==> src/rtl/itoa_pkg.sv <==
// Shared constants, state encoding and control/status structs for the
// signed integer to decimal ASCII converter. No dependencies.
`timescale 1ns / 1ps
`default_nettype none

package itoa_pkg;

	localparam int DATA_WIDTH = 32;
	localparam int VALUE_W    = 32;
	localparam int CHAR_W     = 6;
	localparam int NDIG       = ((DATA_WIDTH - 1) * 30103) / 100000 + 1;
	localparam int BCD_W      = NDIG * 4;
	localparam int CNT_W      = $clog2(DATA_WIDTH);
	localparam int LEFT_W     = $clog2(NDIG + 1);

	localparam logic [CHAR_W-1:0] ASCII_ZERO  = CHAR_W'(48);
	localparam logic [CHAR_W-1:0] ASCII_MINUS = CHAR_W'(45);
	localparam logic [CHAR_W-1:0] ASCII_NINE  = CHAR_W'(57);

	typedef enum logic [2:0] {
		ST_IDLE,
		ST_CONV,
		ST_SKIP,
		ST_SIGN,
		ST_DIGIT
	} state_t;

	typedef struct packed {
		logic load;
		logic shift_bit;
		logic shift_digit;
		logic sel_minus;
	} cmd_t;

	typedef struct packed {
		logic conv_done;
		logic top_zero;
		logic last_digit;
		logic neg;
	} sts_t;

endpackage

`default_nettype wire

==> src/rtl/itoa_dp.sv <==
// Datapath: magnitude register, shift-and-add-3 BCD converter and
// character output mux. Depends on itoa_pkg.
`timescale 1ns / 1ps
`default_nettype none

module itoa_dp (
	input  wire                                 clk,
	input  wire logic signed [itoa_pkg::VALUE_W-1:0] value,
	input  wire itoa_pkg::cmd_t                 cmd,
	output itoa_pkg::sts_t                      sts,
	output logic [itoa_pkg::CHAR_W-1:0]         ascii_char,
	output logic                                is_last
);

	logic [itoa_pkg::DATA_WIDTH-1:0] raw;
	logic [itoa_pkg::DATA_WIDTH-1:0] mag_q;
	logic [itoa_pkg::BCD_W-1:0]      bcd_q;
	logic [itoa_pkg::BCD_W-1:0]      bcd_adj;
	logic [itoa_pkg::CNT_W-1:0]      bitcnt_q;
	logic [itoa_pkg::LEFT_W-1:0]     left_q;
	logic                            neg_q;
	logic [3:0]                      top_digit;

	assign raw = itoa_pkg::DATA_WIDTH'(value);

	always_comb begin
		for (int i = 0; i < itoa_pkg::NDIG; i++) begin
			if (bcd_q[i*4 +: 4] >= 4'd5) begin
				bcd_adj[i*4 +: 4] = bcd_q[i*4 +: 4] + 4'd3;
			end else begin
				bcd_adj[i*4 +: 4] = bcd_q[i*4 +: 4];
			end
		end
	end

	always_ff @(posedge clk) begin
		if (cmd.load) begin
			neg_q    <= raw[itoa_pkg::DATA_WIDTH-1];
			mag_q    <= raw[itoa_pkg::DATA_WIDTH-1] ? (~raw + 1'b1) : raw;
			bcd_q    <= '0;
			bitcnt_q <= '0;
			left_q   <= itoa_pkg::LEFT_W'(itoa_pkg::NDIG);
		end else if (cmd.shift_bit) begin
			bcd_q    <= {bcd_adj[itoa_pkg::BCD_W-2:0], mag_q[itoa_pkg::DATA_WIDTH-1]};
			mag_q    <= {mag_q[itoa_pkg::DATA_WIDTH-2:0], 1'b0};
			bitcnt_q <= bitcnt_q + 1'b1;
		end else if (cmd.shift_digit) begin
			bcd_q  <= {bcd_q[itoa_pkg::BCD_W-5:0], 4'd0};
			left_q <= left_q - 1'b1;
		end
	end

	assign top_digit = bcd_q[itoa_pkg::BCD_W-1 -: 4];

	always_comb begin
		sts.conv_done  = (bitcnt_q == itoa_pkg::CNT_W'(itoa_pkg::DATA_WIDTH - 1));
		sts.top_zero   = (top_digit == 4'd0);
		sts.last_digit = (left_q == itoa_pkg::LEFT_W'(1));
		sts.neg        = neg_q;
	end

	assign ascii_char = cmd.sel_minus ? itoa_pkg::ASCII_MINUS
	                                  : itoa_pkg::ASCII_ZERO + {2'b00, top_digit};
	assign is_last    = !cmd.sel_minus && sts.last_digit;

endmodule

`default_nettype wire

==> src/rtl/itoa_ctrl.sv <==
// Controller: sequences load, bit-serial conversion, leading-zero skip
// and character emission. Depends on itoa_pkg.
`timescale 1ns / 1ps
`default_nettype none

module itoa_ctrl (
	input  wire                 clk,
	input  wire                 arst_n,
	input  wire                 value_valid,
	output logic                value_stall,
	output logic                char_valid,
	input  wire                 char_stall,
	input  wire itoa_pkg::sts_t sts,
	output itoa_pkg::cmd_t      cmd
);

	itoa_pkg::state_t state_q;
	itoa_pkg::state_t state_d;

	always_ff @(posedge clk or negedge arst_n) begin
		if (!arst_n) begin
			state_q <= itoa_pkg::ST_IDLE;
		end else begin
			state_q <= state_d;
		end
	end

	always_comb begin
		state_d = state_q;
		unique case (state_q)
			itoa_pkg::ST_IDLE: begin
				if (value_valid) state_d = itoa_pkg::ST_CONV;
			end
			itoa_pkg::ST_CONV: begin
				if (sts.conv_done) state_d = itoa_pkg::ST_SKIP;
			end
			itoa_pkg::ST_SKIP: begin
				if (!sts.top_zero || sts.last_digit) begin
					state_d = sts.neg ? itoa_pkg::ST_SIGN : itoa_pkg::ST_DIGIT;
				end
			end
			itoa_pkg::ST_SIGN: begin
				if (!char_stall) state_d = itoa_pkg::ST_DIGIT;
			end
			itoa_pkg::ST_DIGIT: begin
				if (!char_stall && sts.last_digit) state_d = itoa_pkg::ST_IDLE;
			end
			default: state_d = itoa_pkg::ST_IDLE;
		endcase
	end

	always_comb begin
		value_stall     = (state_q != itoa_pkg::ST_IDLE);
		char_valid      = (state_q == itoa_pkg::ST_SIGN) || (state_q == itoa_pkg::ST_DIGIT);
		cmd.load        = (state_q == itoa_pkg::ST_IDLE) && value_valid;
		cmd.shift_bit   = (state_q == itoa_pkg::ST_CONV);
		cmd.shift_digit = ((state_q == itoa_pkg::ST_SKIP) && sts.top_zero && !sts.last_digit)
		                || ((state_q == itoa_pkg::ST_DIGIT) && !char_stall);
		cmd.sel_minus   = (state_q == itoa_pkg::ST_SIGN);
	end

endmodule

`default_nettype wire

==> src/rtl/signed_int_to_decimal_ascii.sv <==
// Top level: signed integer to decimal ASCII text converter.
// Instantiates itoa_ctrl and itoa_dp; depends on itoa_pkg.
//
// Usage:
//   Input channel value_valid/value_stall carries one signed 32-bit value
//   per beat. Output channel char_valid/char_stall carries one ASCII
//   character per beat, most significant first, with is_last set on the
//   final character. Negative values start with '-'; zero gives '0'.
//   One item is converted at a time. After the accepting cycle the
//   shift-and-add-3 converter takes one magnitude bit per cycle until
//   all DATA_WIDTH bits are in, then suppresses leading zeros one digit
//   at a time until the first nonzero or final digit, then emits one
//   character per beat, the sign first for a negative value.
//   value_stall is high from the accepting edge until the last character
//   beat is taken. While char_stall is high the current character and
//   is_last hold. Reset returns the controller to idle and drops any
//   conversion in progress; no characters are pending after reset.
`timescale 1ns / 1ps
`default_nettype none

module signed_int_to_decimal_ascii (
	input  wire                                      clk,
	input  wire                                      arst_n,
	input  wire                                      value_valid,
	output logic                                     value_stall,
	input  wire logic signed [itoa_pkg::VALUE_W-1:0] value,
	output logic                                     char_valid,
	input  wire                                      char_stall,
	output logic [itoa_pkg::CHAR_W-1:0]              ascii_char,
	output logic                                     is_last
);

	itoa_pkg::cmd_t cmd;
	itoa_pkg::sts_t sts;

	itoa_ctrl u_ctrl (
		.clk         (clk),
		.arst_n      (arst_n),
		.value_valid (value_valid),
		.value_stall (value_stall),
		.char_valid  (char_valid),
		.char_stall  (char_stall),
		.sts         (sts),
		.cmd         (cmd)
	);

	itoa_dp u_dp (
		.clk        (clk),
		.value      (value),
		.cmd        (cmd),
		.sts        (sts),
		.ascii_char (ascii_char),
		.is_last    (is_last)
	);

endmodule

`default_nettype wire

==> config.mk <==
export PLATFORM = sky130hd
export DESIGN_NAME = signed_int_to_decimal_ascii
export DESIGN_NICKNAME = d
export VERILOG_FILES = /design/src/rtl/itoa_pkg.sv /design/src/rtl/itoa_dp.sv /design/src/rtl/itoa_ctrl.sv /design/src/rtl/signed_int_to_decimal_ascii.sv
export SDC_FILE = /design/constraint.sdc
export NUM_CORES = 1
export LEC_CHECK = 0
export BUFFER_PORTS_ARGS = -buffer_cell sky130_fd_sc_hd__buf_2
export CAP_MARGIN = 20
export CORE_ASPECT_RATIO = 2
export CORE_MARGIN = 10
export CORE_UTILIZATION = 61
export CTS_CLUSTER_DIAMETER = 150
export DETAILED_ROUTE_END_ITERATION = 12
export PLACE_DENSITY = 0.84
export SLEW_MARGIN = 20
export SYNTH_ARGS = -nofsm -noshare
export SYNTH_HDL_FRONTEND = slang
export SYNTH_HIERARCHICAL = 1
export SYNTH_SLANG_ARGS = --single-unit
==> constraint.sdc <==
create_clock -name clk -period 3.15 [get_ports clk]
set_clock_uncertainty 0.05 [all_clocks]
set_input_delay 0.1575 -clock clk [delete_from_list [all_inputs] [get_ports clk]]
set_output_delay 0.1575 -clock clk [all_outputs]
set_load 0.02 [all_outputs]
# After elaboration in Yosys (flattened, before gate mapping)
# Index checks and enable logic that the tools add are counted.
dict set report op_classes {
  add_sub_neg 14
  magnitude_cmp 10
  eq_ne 11
  mux 23
  bitwise 2
  n_reduce_logical 20
}
# cell n
set op_table {}
lappend op_table {{32-bit 2-to-1 mux} 3}
lappend op_table {{40-bit 2-to-1 mux} 2}
lappend op_table {{4-bit by 3-bit >= comparator with 1-bit output, second input constant} 10}
lappend op_table {{4-bit by 2-bit adder with 4-bit output, second input constant} 9}
lappend op_table {{4-bit 2-to-1 mux} 9}
lappend op_table {{32-bit by 1-bit adder with 32-bit output, second input constant} 1}
lappend op_table {{32-bit NOT} 1}
lappend op_table {{3-bit 2-to-1 mux} 7}
lappend op_table {{3-bit case mux with 5 select lines} 1}
lappend op_table {{5-bit by 5-bit adder with 6-bit output, first input constant} 1}
lappend op_table {{3-bit by 2-bit == test with 1-bit output, second input constant} 2}
lappend op_table {{1-bit logical AND} 6}
lappend op_table {{6-bit 2-to-1 mux} 1}
lappend op_table {{2-bit by 1-bit != test with 1-bit output, second input constant} 3}
lappend op_table {{5-bit by 1-bit adder with 5-bit output, second input constant} 1}
lappend op_table {{5-bit == test, second input constant} 1}
lappend op_table {{5-bit AND reduction} 1}
lappend op_table {{4-bit by 1-bit == test with 1-bit output, second input constant} 1}
lappend op_table {{1-bit zero test} 4}
lappend op_table {{4-bit zero test} 1}
lappend op_table {{2-bit != test, second input constant} 2}
lappend op_table {{2-bit nonzero test} 2}
lappend op_table {{4-bit by 1-bit subtractor with 4-bit output, second input constant} 1}
lappend op_table {{3-bit by 2-bit adder with 3-bit output, second input constant} 1}
lappend op_table {{other kinds (7)} 9}
dict set report totals {
  regBits 85
  in_bits 36
  output_inout_bits 9
  wordCells 86
}

# Depth between registers and ports, before layout
dict set report depth {
  ltp_word 6
  depth_mapped 11
  ltp_nobuf 10
}

# Cells and area by module
# The synthesis kept the hierarchy.
# module n_inst cells_per_inst area_each_um2 seq_area_each_um2
set modules_own_cells {}
lappend modules_own_cells {itoa_dp 1 583 5072.4 1971.9}
lappend modules_own_cells {itoa_ctrl 1 34 272.8 75.1}

# Worst setup path before layout
# Ideal clock, no wire load.
dict set report synth_timing {
  kind {flip-flop to flip-flop}
  start {reg u_ctrl.state_q[0]}
  end {reg u_dp/mag_q[0] (netlist name), enable pin}
  setup_time_ps 375
  arrival_time_ps 2076
  path_slack_ps 649
  path_stages_with_launch 7
  n_path_buf 3
  cell_sequence {dfrtp_1 clkbuf_1 or3_1 nor2_1 clkbuf_1 clkbuf_1 or2_2}
}
# element line_no
set synth_rtl {}
lappend synth_rtl {{start, declared} itoa_ctrl.sv:17} ;# itoa_pkg::state_t state_q;
lappend synth_rtl {{start signal, assigned} itoa_ctrl.sv:22} ;# state_q <= itoa_pkg::ST_IDLE;
lappend synth_rtl {{start signal, assigned} itoa_ctrl.sv:24} ;# state_q <= state_d;
lappend synth_rtl {{end signal, assigned} itoa_dp.sv:39} ;# mag_q <= raw[itoa_pkg::DATA_WIDTH-1] ? (~raw + 1'b1) : raw;
lappend synth_rtl {{end signal, assigned} itoa_dp.sv:45} ;# mag_q <= {mag_q[itoa_pkg::DATA_WIDTH-2:0], 1'b0};
lappend synth_rtl {{end, declared} itoa_dp.sv:16} ;# logic [itoa_pkg::DATA_WIDTH-1:0] mag_q;

==> results_dict.tcl <==
set metrics [dict create \
    fin_area_um2 5930 \
    grt_max_degree 114 \
    crit_required_ns 3.30 \
    period_share 0.840 \
    fmax_mhz 378 \
    area_delta_synth_final_pct 10.9 \
    drt_pass1_iterations 5 \
    vias 4514 \
    r2r_cells 11 \
    finalMaxSlewViolations 0 \
    cts_tree "done" \
    max_cap_viol_count 0 \
    fillers 665 \
    grt_pass1_wl_um 20100 \
    synth_fp_nets 678 \
    ant_nets 0 \
    ios 45 \
    worst_setup_path_end_kind "flip-flop" \
    place.gp.congestion 0.848 \
    drt_drc_violations_left 0 \
    grt_pass1_vias 4534 \
    postSynthAreaPerCell_um2 8.66 \
    synth-edff-count 33 \
    netlist_area_um2 5350 \
    port_buffers 43 \
    layout.nets 697 \
    die_x_um 86.2 \
    clk_latency_ns 0.34 \
    grt_usage 0.181 \
    die_y_um 152 \
    ys.flop_type "dfxtp_1" \
    root_buffer "clkbuf_16" \
    setup_violations 0 \
    finalSetupTns_ns 0 \
    worst_pin_slew_ns 0.858 \
    postPlaceCellArea_um2 5580 \
    crit_chain "inv_1 -> ha_1 -> nor3b_1 -> nor2b_1 -> nand3b_1 -> a21oi_4 -> buf_12 -> mux2i_1 -> nor2_1 -> a31oi_1 -> nor2_1" \
    fin_util 0.690 \
    rsz0062_at_grt "no" \
    cts_max_path_buffers 2 \
    cp_common_cell "nor2_1" \
    r2r_slack_ns 0.50 \
    post_cts_resized 0 \
    vias_per_cell 6.09 \
    status "completed" \
    min_path_type "input pin to flip-flop" \
    grt_overflow 0 \
    final_common_cell "nor2_1" \
    cp_num_cells 11 \
    critPathLaunchType "flip-flop" \
    critPathMaxFanout 69 \
    critPathLaunch "u_dp/bcd_q[36]" \
    r2r-start "u_dp/bcd_q[36]" \
    layout_common_cells "86 x nor2_1, 61 x a21oi_1, 61 x a211oi_1" \
    drive_gt1_frac 0.128 \
    htreeDepth 3 \
    dieArea_um2 13100 \
    leakagePower_nw 2.37 \
    ys_seq_elements 85 \
    reg2reg_to "u_dp/bcd_q[4]" \
    syn-instance-count 617 \
    cts.clk_slew.worst_paths_ns 0.07 \
    ir_drop_uv 954 \
    endpoint "u_dp/bcd_q[4]" \
    cp_slowest_cell "dfxtp_1" \
    yosys_warnings 6 \
    crit_type "flip-flop to flip-flop" \
    whs_ns 0.0344 \
    slew_headroom 0.428 \
    powerDensity_nw_per_um2 1050 \
    numCtsBuffers 9 \
    ys_seq_area_frac 0.383 \
    hpwl_um 8170 \
    core-area_um2 8590 \
    finalHoldViolCount 0 \
    drt_iter0_markers 251 \
    max_stage_delay_ns 0.32 \
    start_util 0.622 \
    wl_per_cell_um 15.8 \
    numClockSinks 85 \
    antenna_found_initial 0 \
    ys_async_sr_fraction 0.0353 \
    yosysUniqueCellTypes 56 \
    num_antenna_cells 0 \
    cp.arrival_ns 2.80 \
    crit_buf_inv 2 \
    finalCriticalPeriod_ns 2.65 \
    num_rows 48 \
    wl_um 11700 \
    crit_family "simple AND/OR/NAND/NOR gates" \
]
[where the power goes]
| group | total (mW) | internal, mW | switching, mW |
|---|---|---|---|
| clock network | 1.17 | 0.724 | 0.443 |
| registers | 2.28 | 1.84 | 0.438 |
| logic | 2.75 | 1.18 | 1.57 |
[worst min path at each step]
| stage | from | to | slack (ns) | cells past startpoint |
|---|---|---|---|---|
| global placement | arst_n | u_ctrl/state_q[2] | -0.1 | 1 |
| CTS | char_stall | u_ctrl/state_q[2] | 0.02 | 2 |
| global route | char_stall | u_ctrl/state_q[2] | 0.03 | 2 |
| floorplan | arst_n | u_ctrl/state_q[0] | -0.19 | 0 |
| detailed placement | arst_n | u_ctrl/state_q[2] | -0.09 | 1 |
| finish | char_stall | u_ctrl/state_q[2] | 0.03 | 2 |
[metrics by stage]
| stage | power, mW | setup WS (ns) | std cells |
|---|---|---|---|
| finish | 6.20 | 0.504 | 741 |
| CTS | 6.24 | 0.560 | 741 |
| global placement | 4.84 | 0.672 | 724 |
| global route | 6.72 | 0.315 | 741 |
| floorplan | 4.37 | 0.649 | 617 |
| detailed placement | 5.01 | 0.591 | 724 |
[cell type report]
class                   count  area (um^2)  share of cell area
clock buffers              10          239              0.0403
clock inverters             6         92.6              0.0156
inverters                  27          101              0.0171
multi-input cells         466         3050               0.514
flip-flops and latches     85         2050               0.345
well taps                 100          125              0.0211
repair buffers             47          273              0.0460
[Yosys cell counts (2+ instances only)]
cell type / n / share of area
a211o_1: 2 / 0.0033
a211oi_1: 61 / 0.086
a21o_1: 2 / 0.0028
a21oi_1: 62 / 0.058
a311oi_1: 9 / 0.015
and2_1: 2 / 0.0023
buf_1: 4 / 0.0028
buf_4: 2 / 0.0028
clkbuf_1: 30 / 0.021
dfrtp_1: 3 / 0.014
dfxtp_1: 49 / 0.18
edfxtp_1: 33 / 0.19
ha_1: 25 / 0.059
inv_1: 27 / 0.019
mux2i_1: 5 / 0.0094
nand2_1: 37 / 0.026
nand2b_1: 17 / 0.020
nand3_1: 6 / 0.0056
nand3b_1: 2 / 0.0028
nand4_1: 2 / 0.0023
nor2_1: 87 / 0.061
nor2b_1: 22 / 0.026
nor3_1: 6 / 0.0056
nor3b_1: 12 / 0.017
nor4_1: 2 / 0.0023
nor4_4: 2 / 0.0080
o21ai_0: 20 / 0.019
o31ai_1: 7 / 0.0098
o41ai_1: 4 / 0.0066
or2_2: 4 / 0.0047
or4_4: 2 / 0.0042
xnor2_1: 15 / 0.025
xor2_1: 31 / 0.051
[state kept, by name, summed over array words and instances, names as in the netlist]
register / count
u_dp/bcd_q: 40
u_dp/mag_q: 32
u_dp/bitcnt_q: 5
u_dp/left_q: 4
u_ctrl/state_q: 3
u_dp/neg_q: 1
[layer usage]
metal  vias up  share of wire  GRT usage
met1      2142           0.38      0.185
met2       117           0.56      0.333
li1       2229              -          -
met3        26          0.033     0.0369
met4         0          0.023     0.0799
met5         -              0          0
[kinds of logic (layout without fill, tap and decap cells)]
group	after synthesis	after routing	synth area share
and+or+nand+nor	213	213	0.206
AOI/OAI and AO/OA	176	176	0.216
DFF	85	85	0.383
buffers and inverters	66	90	0.0513
xor gates and xnor gates	46	46	0.0754
adders and majority gates	25	25	0.0585
muxes	5	5	0.00936
other	1	1	0.000702
[timing repair]
item	CTS	global route
hold buffers	1	0
setup endpoints to repair	0	0
endpoints found under the hold margin	3	0
setup buffers	0	0
No activity file was read; power rests on OpenSTA's default activity.
